==> config.mk <==
export PLATFORM = sky130hd
export DESIGN_NAME = cubeuv_cell
export DESIGN_NICKNAME = d
export VERILOG_FILES = /design/src/hw/rtl/cubeuv_pkg.sv /design/src/hw/rtl/cubeuv_cell.sv
export SDC_FILE = /design/constraint.sdc
export NUM_CORES = 2
export LEC_CHECK = 0
export BUFFER_PORTS_ARGS = -buffer_cell sky130_fd_sc_hd__buf_2
export CORE_AREA = 3 3 537 539
export DETAILED_ROUTE_END_ITERATION = 10
export DIE_AREA = 0 0 540 542
export MAX_ROUTING_LAYER = met4
export SLEW_MARGIN = 20
export SYNTH_ARGS = -nofsm -noshare
export SYNTH_HDL_FRONTEND = slang
export SYNTH_SLANG_ARGS = --single-unit
==> constraint.sdc <==
create_clock -name clk -period 5.7 [get_ports clk]
set_clock_uncertainty 0.15 [all_clocks]
set_input_delay 0 -clock clk [delete_from_list [all_inputs] [get_ports clk]]
set_output_delay 0 -clock clk [all_outputs]
set_load 0.01 [all_outputs]
==> src/hw/rtl/cubeuv_pkg.sv <==
package cubeuv_pkg;

  localparam int FACE_W  = 3;
  localparam int COORD_W = 17;
  localparam int DIR_W   = 16;

  localparam logic [FACE_W-1:0] FACE_POS_X = 3'd0;
  localparam logic [FACE_W-1:0] FACE_NEG_X = 3'd1;
  localparam logic [FACE_W-1:0] FACE_POS_Y = 3'd2;
  localparam logic [FACE_W-1:0] FACE_NEG_Y = 3'd3;
  localparam logic [FACE_W-1:0] FACE_NEG_Z = 3'd5;

endpackage

==> src/hw/rtl/cubeuv_cell.sv <==
module cubeuv_cell
  import cubeuv_pkg::*;
#(
  parameter int C = 16,
  parameter int F = 14,
  parameter int K = 0,
  localparam int SW = 2*C+3,
  localparam int WQ = 2*C+2*F+5,
  localparam int WA = WQ+2
) (
  input  logic                        clk,
  input  logic                        en,
  input  logic [SW-1:0]               s_in,
  input  logic [2:0][WQ-1:0]          t_in,
  input  logic [2:0]                  sgn_in,
  input  logic [2:0][F:0]             r_in,
  input  logic signed [2:0][WA-1:0]   q_in,
  input  logic signed [2:0][WA-1:0]   p_in,
  output logic [SW-1:0]               s_out,
  output logic [2:0][WQ-1:0]          t_out,
  output logic [2:0]                  sgn_out,
  output logic [2:0][F:0]             r_out,
  output logic signed [2:0][WA-1:0]   q_out,
  output logic signed [2:0][WA-1:0]   p_out
);

  logic signed [WA-1:0] s_w;
  logic signed [WA-1:0] trial [3];
  logic [2:0] take;

  // trial q' = q + 2^(K+1): q'^2 S = q^2 S + 2^(K+2) qS + 2^(2K+2) S
  always_comb begin
    s_w = $signed(WA'(s_in));
    for (int i = 0; i < 3; i++) begin
      trial[i] = q_in[i] + (p_in[i] <<< (K+2)) + (s_w <<< (2*K+2));
      take[i]  = !r_in[i][F] && (trial[i] <= $signed(WA'(t_in[i])));
    end
  end

  always_ff @(posedge clk) begin
    if (en) begin
      s_out   <= s_in;
      t_out   <= t_in;
      sgn_out <= sgn_in;
      for (int i = 0; i < 3; i++) begin
        if (take[i]) begin
          r_out[i] <= r_in[i] | ((F+1)'(1) << K);
          q_out[i] <= trial[i];
          p_out[i] <= p_in[i] + (s_w <<< (K+1));
        end else begin
          r_out[i] <= r_in[i];
          q_out[i] <= q_in[i];
          p_out[i] <= p_in[i];
        end
      end
    end
  end

endmodule

Word level (Yosys, flattened, before mapping). Cells that the tools add are included.

Add/subtract/negate cells: 9. Multipliers: 0. Equal/unequal tests: 0. Multiplexer cells: 6. Bitwise logic cells: 0. Shift operators: 0. Reductions and logical operators: 6. $lt $le $gt $ge: 3. Div/mod/pow operators: 0.

Operators with widths (count): two-way mux 67 bit (6); adder 67 x 36 -> 67 bit (3); adder 67 x 37 -> 67 bit (3); adder 67 bit (3); <= comparator 67 x 66 -> 1 bit (3); logical AND 1 bit (3); zero test 1 bit (3).

Latch bits: 0. Bits of input ports: 682. Memories: 0. RAM bits: 0. Bits in read-only memories: 0. Word-level logic and storage cells: 41. Register bits after elaboration: 680. Output and inout port bits: 680.

Logic depth before layout (Yosys ltp).
Word-level depth: 5. Gate-level depth with buffers: 29. Gate-level depth less buffers: 26.

Worst setup path before layout. No wires, ideal clock.

Kind: input port to flip-flop. Start: in s_in[1]. End: reg p_out[100] (netlist bit) (data pin). Slack: -0.474 ns. Setup time: 0.260 ns. Arrival time: 5.764 ns. Stages on the path: 28. Path buffers: 2. Data required time: 5.290 ns. Path through: fa_1 ha_1 inv_1 fa_1 nor2b_1 o31a_1 nor3_1 o41ai_1 a41oi_1 o31ai_1 o21ai_1 o31ai_1 a41oi_1 xnor2_1 ha_1 a21o_1 a21o_1 a21oi_1 nor2b_1 o21ai_0 nand2b_1 nor3_1 nor4bb_1 o31ai_1 a21oi_1 buf_6 buf_6 mux2_4.

Word-level cells in the longest chain between the ends: 4. Elaborated cells on any way between the ends: 5. Those cells by class: add/sub: 2; order compare: 1; mux: 1; reduce/logical: 1.

Ends and longest elaborated chain: start, declared (RTL line cubeuv_cell.sv:13) `input logic [SW-1:0] s_in,`; adder 67 x 37 -> 67 bit (RTL line cubeuv_cell.sv:35) `trial[i] = q_in[i] + (p_in[i] <<< (K+2)) + (s_w <<< (2*K+2));`; <= comparator 67 x 66 -> 1 bit (RTL line cubeuv_cell.sv:36) `take[i] = !r_in[i][F] && (trial[i] <= $signed(WA'(t_in[i])));`; logical AND 1 bit (RTL line cubeuv_cell.sv:36); two-way mux 67 bit * (RTL line cubeuv_cell.sv:46) `if (take[i]) begin`; end signal, assigned by index (RTL line cubeuv_cell.sv:49) `p_out[i] <= p_in[i] + (s_w <<< (K+1));`; end signal, assigned by index (RTL line cubeuv_cell.sv:53) `p_out[i] <= p_in[i];`; end, declared (RTL line cubeuv_cell.sv:24) `output logic signed [2:0][WA-1:0] p_out`.

Mark *: on every way between the ends. The rest lies on a longest branch, timed or not. A chain may end at the register's enable or synchronous reset.

Worst setup path in the final report.
Start: in s_in[28]. End: reg p_out[58] (netlist bit) (data pin).

The elaborated chain is that of the path after synthesis.

==> metrics.csv <==
stage;metric;value;unit
min_path;Min-Delay Path Class;input pin to register;
sta;final worst slack;-51.0;ps
synth;Cells after Synth;4607;
floorplan;starting density of the core;17.9;%
grt;vias in the first global route;56500;
layout;share of layout cells above drive strength 1;38.3;%
critical_path;worst setup path end;p_out[58];
clocking;maximum clock insertion buffer count;4;
grt;GRT Util Overall;23.1;%
critical_path;CP Launch Point;s_in[28];
synth;Post-Synth XOR/XNOR Area;6.18;%
clocking;Worst-path clk slew;60;ps
routing;Via Count;55700;
synth;Post-synth EDFFs;680;
sta;Least-Margin Pin Slew;1400;ps
floorplan;# IOs;1362;
synth;Seq/Total Area, Yosys;40.1;%
critical_path;critical path data required time;6160;ps
layout;Fill cells;28900;
layout;Final Net Count;9746;
sta;RSZ-0062 raised after global routing;true;
placed_design;GPL Wtd Cong;0.986;
floorplan;die outline height;542;microns
layout;Area growth syn-to-layout;77.2;%
layout;most frequent cells in the layout;1,349 x buf_2, 1,248 x dlygate4sd3_1, 1,060 x buf_4;
sta;slew margin rel.;6.82;%
routing;DR iter-0 viols;4065;
routing;Final ANT Viol Nets;0;
synth;combinational family with the most area after synthesis;adder cells;
synth;synthesized area per cell;11.0;sq um
flow_run;Max Cap Viol;0;
sta;final hold vios;7;
routing;final wirelength;346;mm
sta;Max Clock Freq;0.174;GHz
sta;post-layout min period;5750;ps
placed_design;buffers added on ports;1361;
power;Peak supply drop;0.000259;V
critical_path;CP max stage delay;490;ps
synth;net count after synthesis;5976;
critical_path;CP Class;input pin to register;
floorplan;Rows;196;
grt;M2 GR Usage;39.7;%
clocking;Num CTS Buffers;97;
routing;First-pass DRT Iterations;6;
grt;met1 Use GR;24.0;%
grt;largest net degree at the start of global routing;117;
power;power density cells;294;nW/um^2
sta;final worst path period share;101;%
synth;simple logic cell fraction of the synthesized area;9.96;%
critical_path;Crit. End Element;register;
synth;Unique masters post-synth;83;
critical_path;Max stage delay cell, worst path;fa_1;
placed_design;DPL Wire Length;273;mm
critical_path;Crit Path Max Fanout;7;
sta;TNS Setup;-955;ps
critical_path;CP arrival;6220;ps
critical_path;most frequent CP cell;buf_4;
synth;Post-Synth Adder-Cell Area;18.5;%
floorplan;DIE WIDTH;540;microns
outcome;failing checks;hold timing, setup timing;
synth;Synth Flop Type;edfxtp_1;
sta;hold_ws;-717;ps
clocking;CTS H-tree lvls;3;
synth;ys async rst share;0;%
synth;area leader, netlist;edfxtp_1;
grt;global-route wire length before repair;457;mm
synth;total of warnings raised by yosys;0;
synth;Yosys reg bits;680;
placed_design;worst slack, placed;-1660;ps
grt;global route total overflow;0;
clocking;CTS tree;built;
clocking;Sink Count;680;
routing;DR WL/cell;28.1;microns
layout;most common cell after layout, fill and taps aside;buf_2;
sta;final setup fails;37;
critical_path;Critical Path Start Type;input pin;
floorplan;die area;293000;sq um
routing;Vias/cell;4.53;
grt;antenna violations before repair;116;
clocking;CTS Root Cell;clkbuf_16;
synth;post-synthesis cell area;50900;sq um
floorplan;core area;284000;sq um
synth;post-synthesis compound-gate area fraction;15.3;%
grt;global route hottest layer;met2;
outcome;outcome;complete, but fails checks;
grt;met3 Use GR;5.74;%
synth;post-synth top area share;40.1;%
synth;ranking of synthesized cells by area;edfxtp_1 40%, ha_1 14%, fa_1 4.4%, xnor2_1 3.7%, a21oi_1 3.7%;
power;LEAKAGE;0.0403;uW
synth;post-synthesis mux area share;6.51;%
sta;max-slew violations;0;
routing;# DRC;0;
[registers in the layout, indices dropped and copies added, names as in the netlist]
signal	flops
sgn_out	3
p_out	201
t_out	195
q_out	201
s_out	35
r_out	45
[worst min path at each step]
stage / startpoint / cells after the start / end / slack, ps
after floorplan: p_in[0] / 0 / p_out[0] / -50
after global placement: r_in[16] / 1 / r_out[16] / 30
after detailed placement: r_in[39] / 1 / r_out[39] / 30
after CTS: p_in[0] / 1 / p_out[0] / -820
after global routing: p_in[67] / 1 / p_out[67] / -790
final: p_in[67] / 1 / p_out[67] / -720
[synthesized netlist by cell type, types with 10 or more instances]
library cell and number:
fa_1 111, buf_2 31, or2_2 10, xnor2_1 217, inv_1 307, o211ai_1 33, a221oi_1 17, a211oi_1 41
clkbuf_1 77, a21o_1 218, nor2b_1 36, mux2_2 161, a21boi_0 12, a2111oi_2 23, nor3_1 73, nand2_1 264
nand2b_1 32, o31ai_1 21, a21oi_1 377, nand3_1 93, o21bai_1 59, a31oi_1 31, mux2_4 96, and3_1 57
or3_1 20, and2_1 23, a211o_1 10, nand4_1 119, nor4_1 32, a2111oi_0 15, nor2_1 200, and4_1 17
buf_6 11, edfxtp_1 680, xor2_1 142, ha_1 576, o21ai_0 173, o21a_1 44, or4_1 10
[timing repair]
action | CTS | global route
pin swaps | 68 | 129
gates cloned | 11 | 11
setup buffers | 35 | 45
endpoints found under the setup margin | 348 | 395
hold buffers | 1244 | 5
hold endpoints to repair | 1007 | 10
gates resized for setup | 150 | 300
[cells by family after synthesis]
kind of cell | after synthesis
simple gates | 1011
fa+ha+maj | 687
flops | 680
mux | 263
buf+inv | 434
compound gates | 1173
xor+xnor | 359
[routing by layer]
| layer | vias to the layer above | routed length [microns] |
|---|---|---|
| met4 | 0 | 26000 |
| met5 | - | 0 |
| met3 | 767 | 27000 |
| met1 | 27000 | 124000 |
| met2 | 2798 | 169000 |
| li1 | 25100 | - |
[final cells by class]
class	count	area, sq um	share of cell area [%]
sequential	680	20400	22.6
timing repair buffer	3797	29900	33.1
inverter	308	1160	1.28
antenna	88	220	0.244
clock inverter	70	746	0.827
clock buffer	105	2460	2.73
tap	3762	4710	5.22
multi-input combinational	3493	30600	33.9
[through the flow]
stage | power [uW] | std cells | util, % | cell area, sq um | hold slack (ps)
floorplan | 11900 | 4607 | - | 51000 | -51.1
global placement | 18100 | 10700 | 25.0 | 71100 | 26.6
detailed placement | 18200 | 10700 | 25.0 | 71100 | 28.5
CTS | 25900 | 12200 | 30.9 | 88000 | -818
global route | 27700 | 12300 | 31.7 | 90100 | -791
finish | 26500 | 12300 | 31.7 | 90200 | -717
[critical path: cells and delay by family]
family	cells	cell delay, ps
xor+xnor	2	430
simple gates	9	1720
fa+ha+maj	3	1120
compound gates	7	1370
buf+inv	9	1500
[power breakdown]
| group | internal [uW] | switching, uW |
|---|---|---|
| logic | 6350 | 7010 |
| registers | 6400 | 314 |
| clock network | 3650 | 2760 |
No activity file was read; power rests on OpenSTA's default activity.
