File: src/hw/rtl/cubeuv_pkg.sv
package cubeuv_pkg;

  localparam int FACE_W  = 3;
  localparam int COORD_W = 17;
  localparam int DIR_W   = 16;

  localparam logic [FACE_W-1:0] FACE_POS_X = 3'd0;
  localparam logic [FACE_W-1:0] FACE_NEG_X = 3'd1;
  localparam logic [FACE_W-1:0] FACE_POS_Y = 3'd2;
  localparam logic [FACE_W-1:0] FACE_NEG_Y = 3'd3;
  localparam logic [FACE_W-1:0] FACE_NEG_Z = 3'd5;

endpackage

File: src/hw/rtl/cubeuv_front.sv
module cubeuv_front
  import cubeuv_pkg::*;
#(
  parameter int C = 16,
  parameter int F = 14,
  localparam int SW = 2*C+3,
  localparam int WQ = 2*C+2*F+5
) (
  input  logic                  clk,
  input  logic [2:0]            en,
  input  logic [FACE_W-1:0]     face,
  input  logic [COORD_W-1:0]    u_coord,
  input  logic [COORD_W-1:0]    v_coord,
  output logic [SW-1:0]         s,
  output logic [2:0][WQ-1:0]    t,
  output logic [2:0]            sgn
);

  localparam int UW = C+19;
  localparam int AW = C+2;
  localparam int MW = C+1;
  localparam int PW = 2*C+2;

  logic [UW-1:0] one_c;
  logic [UW-1:0] u_ext, v_ext, u_sat, v_sat;
  logic signed [AW-1:0] a_val, b_val, f_val;
  logic signed [AW-1:0] vx, vy, vz;
  logic signed [2:0][AW-1:0] vec;
  logic [2:0][MW-1:0] mag;
  logic [2:0][PW-1:0] sq;
  logic [2:0] sgn_b;

  always_comb begin
    one_c = UW'(1) << C;
    u_ext = UW'(u_coord);
    v_ext = UW'(v_coord);
    u_sat = (u_ext > one_c) ? one_c : u_ext;
    v_sat = (v_ext > one_c) ? one_c : v_ext;
    a_val = $signed(AW'({u_sat, 1'b0} - {1'b0, one_c}));
    b_val = $signed(AW'({v_sat, 1'b0} - {1'b0, one_c}));
    f_val = $signed(AW'(one_c));
    case (face)
      FACE_POS_X: begin vx = f_val;  vy = -b_val; vz = -a_val; end
      FACE_NEG_X: begin vx = -f_val; vy = -b_val; vz = a_val;  end
      FACE_POS_Y: begin vx = a_val;  vy = f_val;  vz = b_val;  end
      FACE_NEG_Y: begin vx = a_val;  vy = -f_val; vz = -b_val; end
      FACE_NEG_Z: begin vx = -a_val; vy = -b_val; vz = -f_val; end
      default:    begin vx = a_val;  vy = -b_val; vz = f_val;  end
    endcase
  end

  always_ff @(posedge clk) begin
    if (en[0]) begin
      vec[0] <= vx;
      vec[1] <= vy;
      vec[2] <= vz;
    end
  end

  always_comb begin
    for (int i = 0; i < 3; i++) begin
      mag[i] = vec[i][AW-1] ? MW'(-vec[i]) : MW'(vec[i]);
    end
  end

  always_ff @(posedge clk) begin
    if (en[1]) begin
      for (int i = 0; i < 3; i++) begin
        sq[i]    <= PW'(mag[i]) * PW'(mag[i]);
        sgn_b[i] <= vec[i][AW-1];
      end
    end
  end

  always_ff @(posedge clk) begin
    if (en[2]) begin
      s <= SW'(sq[0]) + SW'(sq[1]) + SW'(sq[2]);
      for (int i = 0; i < 3; i++) begin
        t[i] <= WQ'(sq[i]) << (2*F+2);
      end
      sgn <= sgn_b;
    end
  end

endmodule

File: config.mk
export PLATFORM = sky130hd
export DESIGN_NAME = cubeuv_front
export DESIGN_NICKNAME = d
export VERILOG_FILES = /design/src/hw/rtl/cubeuv_pkg.sv /design/src/hw/rtl/cubeuv_front.sv
export SDC_FILE = /design/constraint.sdc
export NUM_CORES = 2
export LEC_CHECK = 0
export BUFFER_PORTS_ARGS = -buffer_cell sky130_fd_sc_hd__buf_2
export CAP_MARGIN = 10
export CORE_UTILIZATION = 57
export CTS_CLUSTER_DIAMETER = 40
export DETAILED_ROUTE_END_ITERATION = 10
export MAX_ROUTING_LAYER = met4
export PLACE_DENSITY = 0.76
export SYNTH_ARGS = -nofsm -noshare
export SYNTH_HDL_FRONTEND = slang
export SYNTH_SLANG_ARGS = --single-unit
export TNS_END_PERCENT = 20
File: constraint.sdc
create_clock -name clk -period 7.2 [get_ports clk]
set_input_delay 0.72 -clock clk [delete_from_list [all_inputs] [get_ports clk]]
set_output_delay 0.72 -clock clk [all_outputs]
set_load 0.005 [all_outputs]
---- Yosys cells after proc, flatten, opt, wreduce, memory -nomap -nowiden ----
Index checks and enable logic that the tools add are counted.
storage, ports and cells
  register bits after elaboration ......... 299
  input bits .............................. 41
  output and inout port bits .............. 233
  word-level logic and storage cells ...... 39
operators by class
  add/sub/neg operators ................... 9
  multiply operators ...................... 3
  $lt $le $gt $ge ......................... 2
  equal/unequal tests ..................... 4
  multiplexer cells ....................... 8
  reductions and logical operators ........ 1
operators by type and width
  kind                    count
  $mul 17x17->34          3
  $pmux 18 s5             1
  $mux 17                 5
  $pmux 18 s3             1
  $neg 17->17             3
  $neg 18->18             2
  $pmux 18 s2             1
  $sub 18x17->18 const B  2
  $add 34x34->35          1
  $add 35x34->35          1
  $gt 17x17->1 const B    2
  $eq 3x2->1 const B      2
  $eq 3x1->1 const B      1
  $eq 3x3->1 const B      1
  $logic_not 3->1         1

---- Logic depth before layout (Yosys ltp) ----
  depth in word-level cells ............... 5
  mapped depth ............................ 31
  gate-level depth less buffers ........... 30

---- Worst setup path after synthesis ----
Ideal clock, no wire load.
  path type ............................... flip-flop to flip-flop
  from .................................... register vec[1] (netlist name)
  to ...................................... register sq[32] (netlist name), data pin
  library setup time ...................... 263 ps
  data arrival time ....................... 7,506 ps
  data required time ...................... 6,937 ps
  slack ................................... -569 ps
  cell stages (with the launch flop) ...... 28
  path buffers ............................ 1
  period minus slack after synthesis ...... 7,769 ps
  cells stage by stage .................... edfxtp_1 -> clkinv_1 -> clkbuf_1 -> ha_1 -> nand4_1 -> o41a_1 -> xnor2_1 -> clkinv_1 -> nand2_1 -> fa_1 -> fa_1 -> inv_1 -> fa_1 -> fa_1 -> fa_1 -> inv_1 -> fa_1 -> inv_1 -> ha_1 -> and4_1 -> a41oi_1 -> o21ai_0 -> a31oi_1 -> o21a_1 -> o21ai_0 -> a21o_1 -> a311oi_1 -> xnor2_1
on the way
  word-level cells in the longest chain between the ends .. 3
ends and longest elaborated chain
  what                            line                RTL
  start: declaration              cubeuv_front.sv:28  logic signed [2:0][AW-1:0] vec;
  $neg 17->17                     cubeuv_front.sv:62  mag[i] = vec[i][AW-1] ? MW'(-vec[i]) : MW'(vec[i]);
  $mux 17 *                       cubeuv_front.sv:62
  $mul 17x17->34 *                cubeuv_front.sv:69  sq[i] <= PW'(mag[i]) * PW'(mag[i]);
  end signal: indexed assignment  cubeuv_front.sv:69
  end: declaration                cubeuv_front.sv:30  logic [2:0][PW-1:0] sq;
Mark *: on every way between the ends. The rest lies on a longest branch, timed or not.
A chain may end at the register's enable or synchronous reset.

---- Worst setup path in the final report ----
  from .................................... register vec[4] (netlist name)
  to ...................................... register sq[31] (netlist name), data pin
Same word-level chain as after synthesis.

==> run summary <==
crit path max fanout - 4
Core Footprint - 61600 µm²
CTS Buffer Depth - 3
failing checks - setup timing
min cycle time layout - 7.55 ns
Root Driver - clkbuf_16
Final GP Congestion - 0.996
Antenna Nets Post-Route - 0
WP data required - 7.53 ns
TNS Setup - -2.36 ns
diode count - 0
initial antenna violation count - 0
worst min path class - flop to flop
Worst setup SP type - flop
drt total wl - 95.1 mm
Synth Area in Adders - 42.3%
Core Util, Final - 68.1%
period utilisation layout - 105%
share of layout cells above drive strength 1 - 19.2%
Post-Syn Area per Cell - 9.86 µm²
Routed WL per cell - 19.1 µm
H-Tree Depth - 2
#FFs+latches synth - 276
Highest Signal Layer - met4
worst clock skew - 0.0155 ns
most used cell, CP - fa_1
cell count along the critical path - 22
I/O Buffers - 169
Vert. Die Dim - 251 µm
first-pass GRT wire length - 149 mm
Die X - 251 µm
Post-Layout Cell Count - 4984
Syn Inst Count - 3593
I/O pins - 274
compound-cell area share of the yosys netlist - 7.76%
post-DP HPWL - 79.3 mm
cts bufs inserted - 45
critical-path cell list - or4_4 > or4b_4 > o31a_1 > xnor2_2 > buf_4 > nor2_4 > fa_1 > fa_2 > fa_2 > fa_1 > fa_1 > inv_2 > fa_1 > inv_2 > ha_4 > and4_4 > and3_4 > a21boi_4 > o31ai_2 > a2111o_1 > a311o_1 > xnor2_1
Setup Viol. Count Final - 18
CP bufs+invs - 3
DR iter-0 viols - 2187
synthesis-to-finish area growth - 18.4%
vias in the first global route - 27.3k
Clock Sinks - 276
max_slew headroom - 23.7%
most common cell after layout, fill and taps aside - inv_1
site row count - 91
sequential fraction of the synthesis area - 23.4%
Hold Violations, Final - 0
Final Max Tran Viols - 0
EDFF count, synth - 276
Cell Area, Synth - 35400 µm²
Setup WS post-layout - -0.352 ns
worst setup path class - flop to flop
GRT Resource Usage Total - 31.8%
met2 wire length - 44.1 mm
critical path's largest stage delay - 0.56 ns
dominant delay contributor by cell family on the critical path - adder cells
WP data arrival - 7.88 ns
Synth Flop Type - edfxtp_1
placed instance count - 4867
worst reg2reg path depth - 22
hold bufs inserted after CTS - 0
M1 wire length - 39.9 mm
Starting Density - 57.5%
largest net degree at the start of global routing - 66
RSZ-0062 raised after global routing - true
clk slew on worst S/H paths - 0.06 ns
total grt overflow - 0
status - complete, but fails checks
DRC Markers - 0
Async SR Flop Fraction - 0%
CTS tree - done
CP endpoint kind - flop
max-cap check violation count - 0
Synth Warn # - 0
nets@finish - 5036
fmax - 0.132 GHz
post-synthesis xor/xnor area fraction - 5.03%
Cell variety after synth - 76
mux share of post-synthesis cell area - 0.0283%
metal3 WL - 7.20 mm
hold depth - 0
via count - 26.7k
Worst-Skew Late Latency - 0.59 ns
largest family of logic cells by synthesized area - adder cells
worst slew pin tran - 1.14 ns
filler cell count - 4720
First-pass DRT Iterations - 6
most frequent cells in the layout - inv_1, fa_1, buf_4
post-synthesis simple-gate area fraction - 10.1%
Crit-path slowest cell - or4b_4
vias per cell - 5.36
die area - 63200 µm²
[per-layer routing]
metal / vias to the layer above / GRT usage (%)
li1: 12301 / -
met2: 1023 / 49.4
met1: 13209 / 42.5
met5: - / -
met4: 0 / 11.6
met3: 183 / 4.98
[synthesized netlist by cell type (6+ instances only)]
cell | count | area share (%)
nor2_1 | 321 | 3.4
or3_1 | 10 | 0.18
a21oi_1 | 118 | 1.7
clkinv_1 | 16 | 0.17
a21o_1 | 44 | 0.93
xnor2_1 | 135 | 3.3
o31a_1 | 6 | 0.15
or2_2 | 10 | 0.18
nand3_1 | 35 | 0.49
nor4_1 | 10 | 0.18
fa_1 | 519 | 29
o21bai_1 | 15 | 0.32
a211oi_1 | 15 | 0.32
inv_1 | 785 | 8.3
xor2_1 | 61 | 1.5
nand4_1 | 10 | 0.18
and3_1 | 15 | 0.26
nand2_1 | 310 | 3.3
and2_1 | 12 | 0.21
or4_1 | 8 | 0.17
nor3_1 | 55 | 0.78
clkbuf_1 | 51 | 0.54
o211ai_1 | 11 | 0.23
inv_2 | 6 | 0.064
nor2b_1 | 12 | 0.21
ha_1 | 366 | 13
edfxtp_1 | 276 | 23
buf_4 | 106 | 2.2
a31oi_1 | 18 | 0.32
o21ai_0 | 92 | 1.3
o31ai_1 | 16 | 0.34
o21a_1 | 19 | 0.40
nand2b_1 | 17 | 0.30
[cell families (layout without fill, tap and decap cells)]
logic type,count (synthesis),after routing
flops,276,276
fa+ha+maj,885,885
other cells,1,104
simple gates,836,836
compound gates,426,426
mux,1,1
xor+xnor,200,200
buf+inv,968,1419
[registers in the layout, indices dropped and copies added, names as in the netlist]
register	flops
s	33
sgn	3
sgn_b	3
sq	93
t	93
vec	51
[final cells by class]
| class | count | area, µm² | area share (%) |
|---|---|---|---|
| inverters | 807 | 3050 | 7.28 |
| multi-input cells | 2452 | 24400 | 58.1 |
| well taps | 837 | 1050 | 2.50 |
| flip-flops and latches | 276 | 8290 | 19.8 |
| repair buffers | 528 | 3630 | 8.66 |
| clock inverters | 37 | 430 | 1.03 |
| clock buffers | 47 | 1130 | 2.70 |
[final timing paths]
check             endpoint  startpoint  slack (ns)
setup / recovery    sq[31]      vec[4]       -0.35
hold / removal      sgn[1]    sgn_b[1]        0.42
setup reg to reg    sq[31]      vec[4]       -0.35
hold reg to reg     sgn[1]    sgn_b[1]        0.42
[metrics by stage]
step | area (µm²) | setup WS [ns] | hold slack [ns]
after floorplan | 36200 | -0.154 | 0.400
after global placement | 39600 | -0.421 | 0.408
after detailed placement | 39600 | -0.539 | 0.416
after CTS | 41600 | -0.370 | 0.428
after global routing | 41900 | -0.525 | 0.437
final | 41900 | -0.352 | 0.424
[timing repair]
action	in CTS	in global routing
buffers inserted	24	9
endpoints found under the setup margin	32	40
endpoints found under the hold margin	0	0
resized for setup	81	56
pin swaps	50	37
Power is left out: the tool's default activity adds up to more than one toggle a clock period on the data nets, which glitch-free logic cannot reach.
